## config.mk

```make
export PLATFORM = sky130hd
export DESIGN_NAME = circular_next_free_slot_allocator
export DESIGN_NICKNAME = d
export VERILOG_FILES = /design/src/rtl/core/csa_pkg.sv /design/src/rtl/core/csa_step.sv /design/src/rtl/core/circular_next_free_slot_allocator.sv
export SDC_FILE = /design/constraint.sdc
export NUM_CORES = 1
export LEC_CHECK = 0
export ABC_AREA = 1
export BUFFER_PORTS_ARGS = -buffer_cell sky130_fd_sc_hd__buf_4
export CAP_MARGIN = 25
export CORE_MARGIN = 1.5
export CORE_UTILIZATION = 45
export CTS_CLUSTER_DIAMETER = 100
export DETAILED_ROUTE_END_ITERATION = 7
export MAX_ROUTING_LAYER = met4
export PLACE_DENSITY = 0.59
export RECOVER_POWER = 50
export SYNTH_ARGS = -nofsm -noshare
export SYNTH_HDL_FRONTEND = slang
export SYNTH_HIERARCHICAL = 1
export SYNTH_SLANG_ARGS = --single-unit
```

## constraint.sdc

```tcl
create_clock -name clk -period 5.35 [get_ports clk]
set_clock_uncertainty 0.2 [all_clocks]
set_input_delay 1.07 -clock clk [delete_from_list [all_inputs] [get_ports clk]]
set_output_delay 1.07 -clock clk [all_outputs]
set_load 0.005 [all_outputs]
```

## src/rtl/core/csa_pkg.sv

```systemverilog
// Shared types and constants for the circular slot allocator.
// Holds the occupancy word layout, the field widths and the command codes.
// No dependencies.
package csa_pkg;

	// one memory word holds the full flags of sixteen children
	localparam int FAN_LOG = 4;
	localparam int FAN     = 1 << FAN_LOG;

	// start position of a scan within a word; FAN means no position left
	localparam int START_W = FAN_LOG + 1;

	// fixed field widths of the ports
	localparam int SLOT_W = 10;
	localparam int CNT_W  = 11;

	localparam logic [CNT_W-1:0] CNT_RESET = 11'd1024;

	// request commands
	localparam logic CMD_ENTER = 1'b0;
	localparam logic CMD_LEAVE = 1'b1;

	typedef logic [FAN-1:0]     word_t;
	typedef logic [FAN_LOG-1:0] pos_t;
	typedef logic [START_W-1:0] start_t;

	// outcome of one word evaluation
	typedef struct packed {
		logic  hit;       // a free child exists at or after the start position
		pos_t  pos;       // lowest such child
		word_t new_word;  // word after the set or clear of one flag
		logic  prop;      // the change must travel to the parent level
	} step_res_t;

endpackage

```

## src/rtl/core/csa_step.sv

```systemverilog
// Word evaluation for the occupancy tree: first-free scan and flag update.
// Purely combinational; depends on csa_pkg.
module csa_step import csa_pkg::*; (
	input  word_t     word,
	input  start_t    start,
	input  pos_t      upd_pos,
	input  logic      set_op,
	output step_res_t res
);

	word_t cand;
	word_t one_hot;
	word_t upd_word;
	pos_t  first_pos;

	// mask the free children at or after the start position
	always_comb begin
		for (int b = 0; b < FAN; b++) begin
			cand[b] = !word[b] && (START_W'(b) >= start);
		end
	end

	// pick the lowest candidate
	always_comb begin
		first_pos = '0;
		for (int b = FAN - 1; b >= 0; b--) begin
			if (cand[b]) begin
				first_pos = pos_t'(b);
			end
		end
	end

	// set or clear one flag; report when the parent flag changes with it
	assign one_hot  = word_t'(1) << upd_pos;
	assign upd_word = set_op ? (word | one_hot) : (word & ~one_hot);

	assign res = '{
		hit:      |cand,
		pos:      first_pos,
		new_word: upd_word,
		prop:     set_op ? (&upd_word) : (&word)
	};

endmodule

```

## src/rtl/core/circular_next_free_slot_allocator.sv

```systemverilog
// Top level of the circular next-free slot allocator: control, tree memory, result register.
// Depends on csa_pkg and csa_step.
//
//   channel  | handshake            | payload
//   ---------+----------------------+----------------------------
//   request  | in_valid / in_stall  | cmd, slot_index
//   result   | out_valid / out_stall| granted_slot, all_full
//   config   | cfg_we               | cfg_wdata (slot count)
//
// Occupancy lives in one 16-way tree of full flags in a single memory with a registered read.
// An enter walks the tree levels (three for SLOTS=1024) in this order:
// a climb-and-descend scan, a scan from the root after wrap, then a flag update up the path.
// A leave clears flags up the path; an out-of-range leave finishes at acceptance.
// After reset a clearing pass writes every tree word, one per cycle (69 words at SLOTS=1024).
// A pending result holds under out_stall; the next request is taken while it waits.
module circular_next_free_slot_allocator import csa_pkg::*; #(
	parameter int SLOTS = 1024
) (
	input  logic              clk,
	input  logic              arst_n,
	input  logic              in_valid,
	output logic              in_stall,
	input  logic              cmd,
	input  logic [SLOT_W-1:0] slot_index,
	output logic              out_valid,
	input  logic              out_stall,
	output logic [SLOT_W-1:0] granted_slot,
	output logic              all_full,
	input  logic              cfg_we,
	input  logic [CNT_W-1:0]  cfg_wdata
);

	localparam int LEVELS = ($clog2(SLOTS) + FAN_LOG - 1) / FAN_LOG;
	localparam int IW     = FAN_LOG * LEVELS;
	localparam int LW     = (LEVELS > 1) ? $clog2(LEVELS) : 1;
	localparam int NW0    = $clog2(SLOTS + 1);
	localparam int NW1    = (NW0 > CNT_W) ? NW0 : CNT_W;
	localparam int CW     = (NW1 > IW) ? NW1 : IW;

	function automatic int level_nodes(input int j);
		return ((SLOTS - 1) >> (FAN_LOG * (j + 1))) + 1;
	endfunction

	// words stored above level k; the root sits at address zero
	function automatic int level_base(input int k);
		int s;
		s = 0;
		for (int j = k + 1; j < LEVELS; j++) begin
			s = s + level_nodes(j);
		end
		return s;
	endfunction

	localparam int DEPTH = level_base(0) + level_nodes(0);
	localparam int AW    = (DEPTH > 1) ? $clog2(DEPTH) : 1;
	localparam int SW    = (AW > IW) ? AW : IW;

	localparam logic [LW-1:0] TOP = LW'(LEVELS - 1);

	typedef enum logic [5:0] {
		ST_CLEAR  = 6'b000001,
		ST_IDLE   = 6'b000010,
		ST_READ   = 6'b000100,
		ST_SEARCH = 6'b001000,
		ST_UPDATE = 6'b010000,
		ST_RESULT = 6'b100000
	} state_t;

	state_t           state_q;
	logic [AW-1:0]    clr_q;
	logic [CNT_W-1:0] slot_count_q;
	logic [LW-1:0]    lvl_q;
	logic [IW-1:0]    node_q;
	start_t           start_q;
	pos_t             upd_pos_q;
	logic             set_q;
	logic             upd_q;
	logic             pass_q;
	logic             enter_q;
	logic [IW-1:0]    lo_q;
	logic [IW-1:0]    g_q;
	logic             full_q;
	logic [AW-1:0]    addr_q;
	word_t            rdata_q;
	logic             out_valid_q;
	logic [SLOT_W-1:0] granted_q;
	logic             all_full_q;

	word_t            mem [DEPTH];

	logic [CW-1:0]    n_eff;
	logic             in_range;
	logic [IW-1:0]    lo_in;
	logic [AW-1:0]    base_cur;
	logic [CW-1:0]    lim_cur;
	logic [AW-1:0]    rd_addr;
	logic [IW-1:0]    child;
	logic             hit_ok;
	logic             at_top;
	logic             load_out;
	logic             mem_we;
	logic [AW-1:0]    mem_waddr;
	word_t            mem_wdata;
	step_res_t        step_res;

	// clamp the slot count into one to SLOTS
	always_comb begin
		if (slot_count_q == '0) begin
			n_eff = CW'(1);
		end else if (CW'(slot_count_q) > CW'(SLOTS)) begin
			n_eff = CW'(SLOTS);
		end else begin
			n_eff = CW'(slot_count_q);
		end
	end

	assign in_range = CW'(slot_index) < n_eff;
	assign lo_in    = in_range ? IW'(slot_index) : '0;

	// per-level base address and child limit
	always_comb begin
		base_cur = '0;
		lim_cur  = n_eff;
		for (int g = 0; g < LEVELS; g++) begin
			if (lvl_q == LW'(g)) begin
				base_cur = AW'(level_base(g));
				if (g > 0) begin
					lim_cur = CW'(level_nodes(g - 1));
				end
			end
		end
	end

	assign rd_addr = AW'(SW'(base_cur) + SW'(node_q));
	assign at_top  = (lvl_q == TOP);

	csa_step u_step (
		.word    (rdata_q),
		.start   (start_q),
		.upd_pos (upd_pos_q),
		.set_op  (set_q),
		.res     (step_res)
	);

	// a hit beyond the live children means nothing free in range
	assign child  = IW'({node_q, step_res.pos});
	assign hit_ok = step_res.hit && (CW'(child) < lim_cur);

	assign in_stall = (state_q != ST_IDLE);

	// tree memory: one write and one registered read port
	assign mem_we    = (state_q == ST_CLEAR) || (state_q == ST_UPDATE);
	assign mem_waddr = (state_q == ST_CLEAR) ? clr_q : addr_q;
	assign mem_wdata = (state_q == ST_CLEAR) ? '0 : step_res.new_word;

	always_ff @(posedge clk) begin
		if (mem_we) begin
			mem[mem_waddr] <= mem_wdata;
		end
		if (state_q == ST_READ) begin
			rdata_q <= mem[rd_addr];
		end
	end

	// hold the slot count register
	always_ff @(posedge clk or negedge arst_n) begin
		if (!arst_n) begin
			slot_count_q <= CNT_RESET;
		end else if (cfg_we) begin
			slot_count_q <= cfg_wdata;
		end
	end

	// sequencer state and clearing sweep
	always_ff @(posedge clk or negedge arst_n) begin
		if (!arst_n) begin
			state_q <= ST_CLEAR;
			clr_q   <= '0;
		end else begin
			unique case (state_q)
				ST_CLEAR: begin
					clr_q <= AW'(clr_q + AW'(1));
					if (clr_q == AW'(DEPTH - 1)) begin
						state_q <= ST_IDLE;
					end
				end
				ST_IDLE: begin
					if (in_valid && (cmd == CMD_ENTER || in_range)) begin
						state_q <= ST_READ;
					end
				end
				ST_READ: begin
					state_q <= upd_q ? ST_UPDATE : ST_SEARCH;
				end
				ST_SEARCH: begin
					if (hit_ok && lvl_q == '0) begin
						state_q <= (!pass_q || child < lo_q) ? ST_READ : ST_RESULT;
					end else if (hit_ok || (!step_res.hit && !at_top) || !pass_q) begin
						state_q <= ST_READ;
					end else begin
						state_q <= ST_RESULT;
					end
				end
				ST_UPDATE: begin
					if (step_res.prop && !at_top) begin
						state_q <= ST_READ;
					end else begin
						state_q <= enter_q ? ST_RESULT : ST_IDLE;
					end
				end
				ST_RESULT: begin
					if (!out_valid_q || !out_stall) begin
						state_q <= ST_IDLE;
					end
				end
				default: state_q <= ST_CLEAR;
			endcase
		end
	end

	// walk registers: level, node, scan start, update position
	always_ff @(posedge clk) begin
		unique case (state_q)
			ST_IDLE: begin
				lvl_q     <= '0;
				lo_q      <= lo_in;
				node_q    <= lo_in >> FAN_LOG;
				start_q   <= START_W'(lo_in[FAN_LOG-1:0]);
				upd_pos_q <= lo_in[FAN_LOG-1:0];
				pass_q    <= 1'b0;
				set_q     <= 1'b0;
				enter_q   <= (cmd == CMD_ENTER);
				upd_q     <= (cmd == CMD_LEAVE);
			end
			ST_READ: begin
				addr_q <= rd_addr;
			end
			ST_SEARCH: begin
				if (hit_ok && lvl_q == '0) begin
					// grant on the first pass, or when the wrapped scan lands below the wanted slot
					if (!pass_q || child < lo_q) begin
						g_q       <= child;
						full_q    <= 1'b0;
						node_q    <= child >> FAN_LOG;
						upd_pos_q <= child[FAN_LOG-1:0];
						set_q     <= 1'b1;
						upd_q     <= 1'b1;
					end else begin
						g_q    <= '0;
						full_q <= 1'b1;
					end
				end else if (hit_ok) begin
					// descend into the free child
					lvl_q   <= LW'(lvl_q - LW'(1));
					node_q  <= child;
					start_q <= '0;
				end else if (!step_res.hit && !at_top) begin
					// climb and resume right of the current node
					lvl_q   <= LW'(lvl_q + LW'(1));
					node_q  <= node_q >> FAN_LOG;
					start_q <= START_W'(node_q[FAN_LOG-1:0]) + START_W'(1);
				end else if (!pass_q) begin
					// wrap: scan again from the root
					pass_q  <= 1'b1;
					lvl_q   <= TOP;
					node_q  <= '0;
					start_q <= '0;
				end else begin
					g_q    <= '0;
					full_q <= 1'b1;
				end
			end
			ST_UPDATE: begin
				lvl_q     <= LW'(lvl_q + LW'(1));
				node_q    <= node_q >> FAN_LOG;
				upd_pos_q <= node_q[FAN_LOG-1:0];
			end
			default: begin
			end
		endcase
	end

	// result register: load when empty or being drained
	assign load_out = (state_q == ST_RESULT) && (!out_valid_q || !out_stall);

	always_ff @(posedge clk or negedge arst_n) begin
		if (!arst_n) begin
			out_valid_q <= 1'b0;
		end else if (load_out) begin
			out_valid_q <= 1'b1;
		end else if (!out_stall) begin
			out_valid_q <= 1'b0;
		end
	end

	always_ff @(posedge clk) begin
		if (load_out) begin
			granted_q  <= SLOT_W'(g_q);
			all_full_q <= full_q;
		end
	end

	assign out_valid    = out_valid_q;
	assign granted_slot = granted_q;
	assign all_full     = all_full_q;

endmodule

```

==> out/summary.txt <==
post-synthesis sequential element count: 1211
max cap viols: 8
most frequent cells in the layout: 1186 x edfxtp_1, 693 x nor2_1, 410 x o21ai_0, 360 x nand2_1, 153 x nand3_1
total CTS buffers: 121
multi-input logic area: 12450 µm²
Synth cell types: 56
met3 routed WL: 8.074 mm
DIE WIDTH: 336.6 µm
CP Cell Sequence: nor2_1, clkinv_1, nor4_1, clkbuf_1, inv_2, nand2_1, o21a_4, inv_2, nor3_2, nand2_1, nor2_1, buf_4
post-route cell area: 56370 µm²
antenna violations before repair: 1
leading area contributor after synthesis: edfxtp_1
Placed Area: 52720 µm²
fmax: 0.2298 GHz
Slew headroom: -24.53%
NumNets Final: 4003
Arr. time, crit path: 4.55 ns
vias in the first global route: 29714
Switch Pwr: 0.003556 W
status: complete, but fails checks
core footprint: 110500 µm²
Clock Tree Root: clkbuf_16
I/O Buffers: 39
CTS tree: done
DP Wirelength: 76.80 mm
crit start category: flip-flop
unrepaired setup endpoints after global routing: false
CP endpoint kind: flip-flop
All-Layer GR Usage: 23.67%
cts hold-fix bufs: 0
Initial Util: 45.32%
post-synth top area share: 71.11%
CP required: 5.54 ns
CP Class: reg -> reg
Via Count: 31345
1st-pass router iterations: 5
Reg clk slew, reported paths: 0.06 ns
Synth area leaders: edfxtp_1 71%, nor2_1 5.3%, o21ai_0 4.1%
Comb power frac: 0.7%
global-route wire length before repair: 193.7 mm
post-route ant nets: 0
total routed wirelength: 130.7 mm
failing checks: max-capacitance violations, max-slew violations
Ports: 40
proportion of layout cells with a drive suffix above 1: 10.16%
met2 wire length: 60.74 mm
maximum VDD drop: 0.0002612 V
PostCTS Resize Cnt: 0
mean post-synth cell area: 12.93 µm²
Via density: 5.675
Layout area overhead: 12.55%
H-tree levels: 3
final setup fails: 0
Power Internal: 0.01495 W
most common cell after layout, fill and taps aside: edfxtp_1
crit path max fanout: 30
Seq. cell area: 36240 µm²
sequential share of the synthesized area: 72.37%
Clk pwr share: 43.8%
Std-Cell Rows: 122
leakage power: 16.82 nW
M1 wire length: 58.56 mm
CP max stage cell: nor2_1
register share of total power: 55.5%
Fin. Hold Viols: 0
Skew-Pair Late Insertion Delay: 0.71 ns
global placement routability congestion: 0.9105
Netlist Area Pre-Place: 50080 µm²
final setup TNS: 0 ns
Largest stage delay, worst path: 0.55 ns
gr ovfl total: 0
Die Span Y: 336.6 µm
Post-Syn Nets: 3937
Top Layer Used: met4
DRC Markers: 0
fin crit share: 81.33%
initial drt markers: 3368
Pwr Density: 328.4 nW/µm²
clk buf depth: 3
Synthesis Warnings: 6
synthesized instance count: 3873
Hold Crit Class: reg -> reg
Switching Fraction: 19.21%
Slew @ Worst Pin: 1.868 ns
Max Slew Vio Count: 509
largest net degree at the start of global routing: 144
area of the die: 113300 µm²
post-CTS repair timing setup buffer count: 0
worst r2r path cells: 12
Fillers: 9475
clock sinks: 1211
hold path depth: 0
minimum clock period: 4.351 ns
wire per inst: 23.67 µm
==> critical path, delay by kind of cell (launching register included) <==
kind,cells,cell delay (ns)
flops,1,0.40
simple gates,6,1.83
buf+inv,5,1.39
compound gates,1,0.19
==> power groups by stage <==
stage | Combinational (W) | Sequential, W | Clock [W]
floorplan | 0.0000778 | 0.0105 | 0
global placement | 0.000131 | 0.0105 | 0
detailed placement | 0.000132 | 0.0105 | 0
CTS | 0.000133 | 0.0103 | 0.00825
global route | 0.000150 | 0.0103 | 0.00859
finish | 0.000133 | 0.0103 | 0.00810
==> metal layers <==
layer	vias up	track usage, %
li1	14471	-
met3	192	3.014
met4	0	6.910
met1	15679	33.28
met2	1003	36.23
met5	-	-
==> path summary, 6_finish.rpt <==
path	startpoint	endpoint	slack, ns
setup / recovery	state_q[5]	mem[37][10]	1.0
hold / removal	g_q[1]	granted_slot[1]	0.22
setup reg to reg	state_q[5]	mem[37][10]	1.0
max in group asynchronous	arst_n	clr_q[4]	3.35
min in group asynchronous	arst_n	slot_count_q[1]	0.61
hold reg to reg	g_q[1]	granted_slot[1]	0.22
==> logic make-up after synthesis <==
family / Yosys count / synth area share (%)
buf+inv: 377 / 2.980
compound gates: 805 / 10.17
mux: 143 / 2.881
flops: 1211 / 72.37
other cells: 1 / 0.007488
fa+ha+maj: 37 / 0.9244
simple gates: 1288 / 10.48
xor+xnor: 11 / 0.1924
==> cell usage after synthesis, drive strengths merged <==
| master | instances |
|---|---|
| nor2 | 719 |
| xnor2 | 3 |
| mux2i | 134 |
| clkbuf | 157 |
| o31ai | 2 |
| o221ai | 92 |
| clkinv | 4 |
| o211ai | 95 |
| buf | 79 |
| nand3b | 1 |
| o21bai | 3 |
| edfxtp | 1186 |
| o21a | 4 |
| a21boi | 2 |
| dfstp | 2 |
| o22ai | 47 |
| nand4 | 15 |
| ha | 37 |
| nand2 | 365 |
| nor4 | 7 |
| nor3 | 21 |
| or2 | 4 |
| o41ai | 1 |
| nand3 | 154 |
| dfrtp | 23 |
| mux2 | 9 |
| inv | 137 |
| a21oi | 29 |
| a31oi | 22 |
| a41oi | 1 |
| and2 | 1 |
| o21ai | 424 |
| o32ai | 83 |
| xor2 | 8 |
| conb | 1 |
| and3 | 1 |
==> flip-flops by register name, indices dropped and copies added, names as in the netlist, 2 cells and up <==
| signal | flops |
|---|---|
| granted_slot | 10 |
| node_q | 12 |
| rdata_q | 16 |
| mem | 1104 |
| lo_q | 10 |
| start_q | 5 |
| lvl_q | 2 |
| g_q | 10 |
| state_q | 6 |
| upd_pos_q | 4 |
| slot_count_q | 11 |
| addr_q | 7 |
| clr_q | 7 |
==> area by class of cell <==
cell class / instances / area share (%)
Antenna cell: 1 / 0.004440
Clock buffer: 163 / 5.869
Clock inverter: 55 / 0.7925
Inverter: 141 / 0.9656
Multi-Input combinational cell: 2285 / 22.08
Sequential cell: 1211 / 64.30
Tap cell: 1488 / 3.303
Timing Repair Buffer: 179 / 2.686
==> through the flow <==
step                util, %  std cells  hold slack [ns]  power, W  worst slack (ns)
finish                51.00       5523           0.2170   0.01851            0.9988
global route          51.00       5522           0.2226   0.01902            0.5523
floorplan                 -       3873           0.2003   0.01055             1.329
global placement      47.71       5303           0.2054   0.01061             1.166
CTS                   51.11       5521          0.06330   0.01866             1.113
detailed placement    47.71       5303           0.2045   0.01061             1.137
No activity file was read; power rests on OpenSTA's default activity.
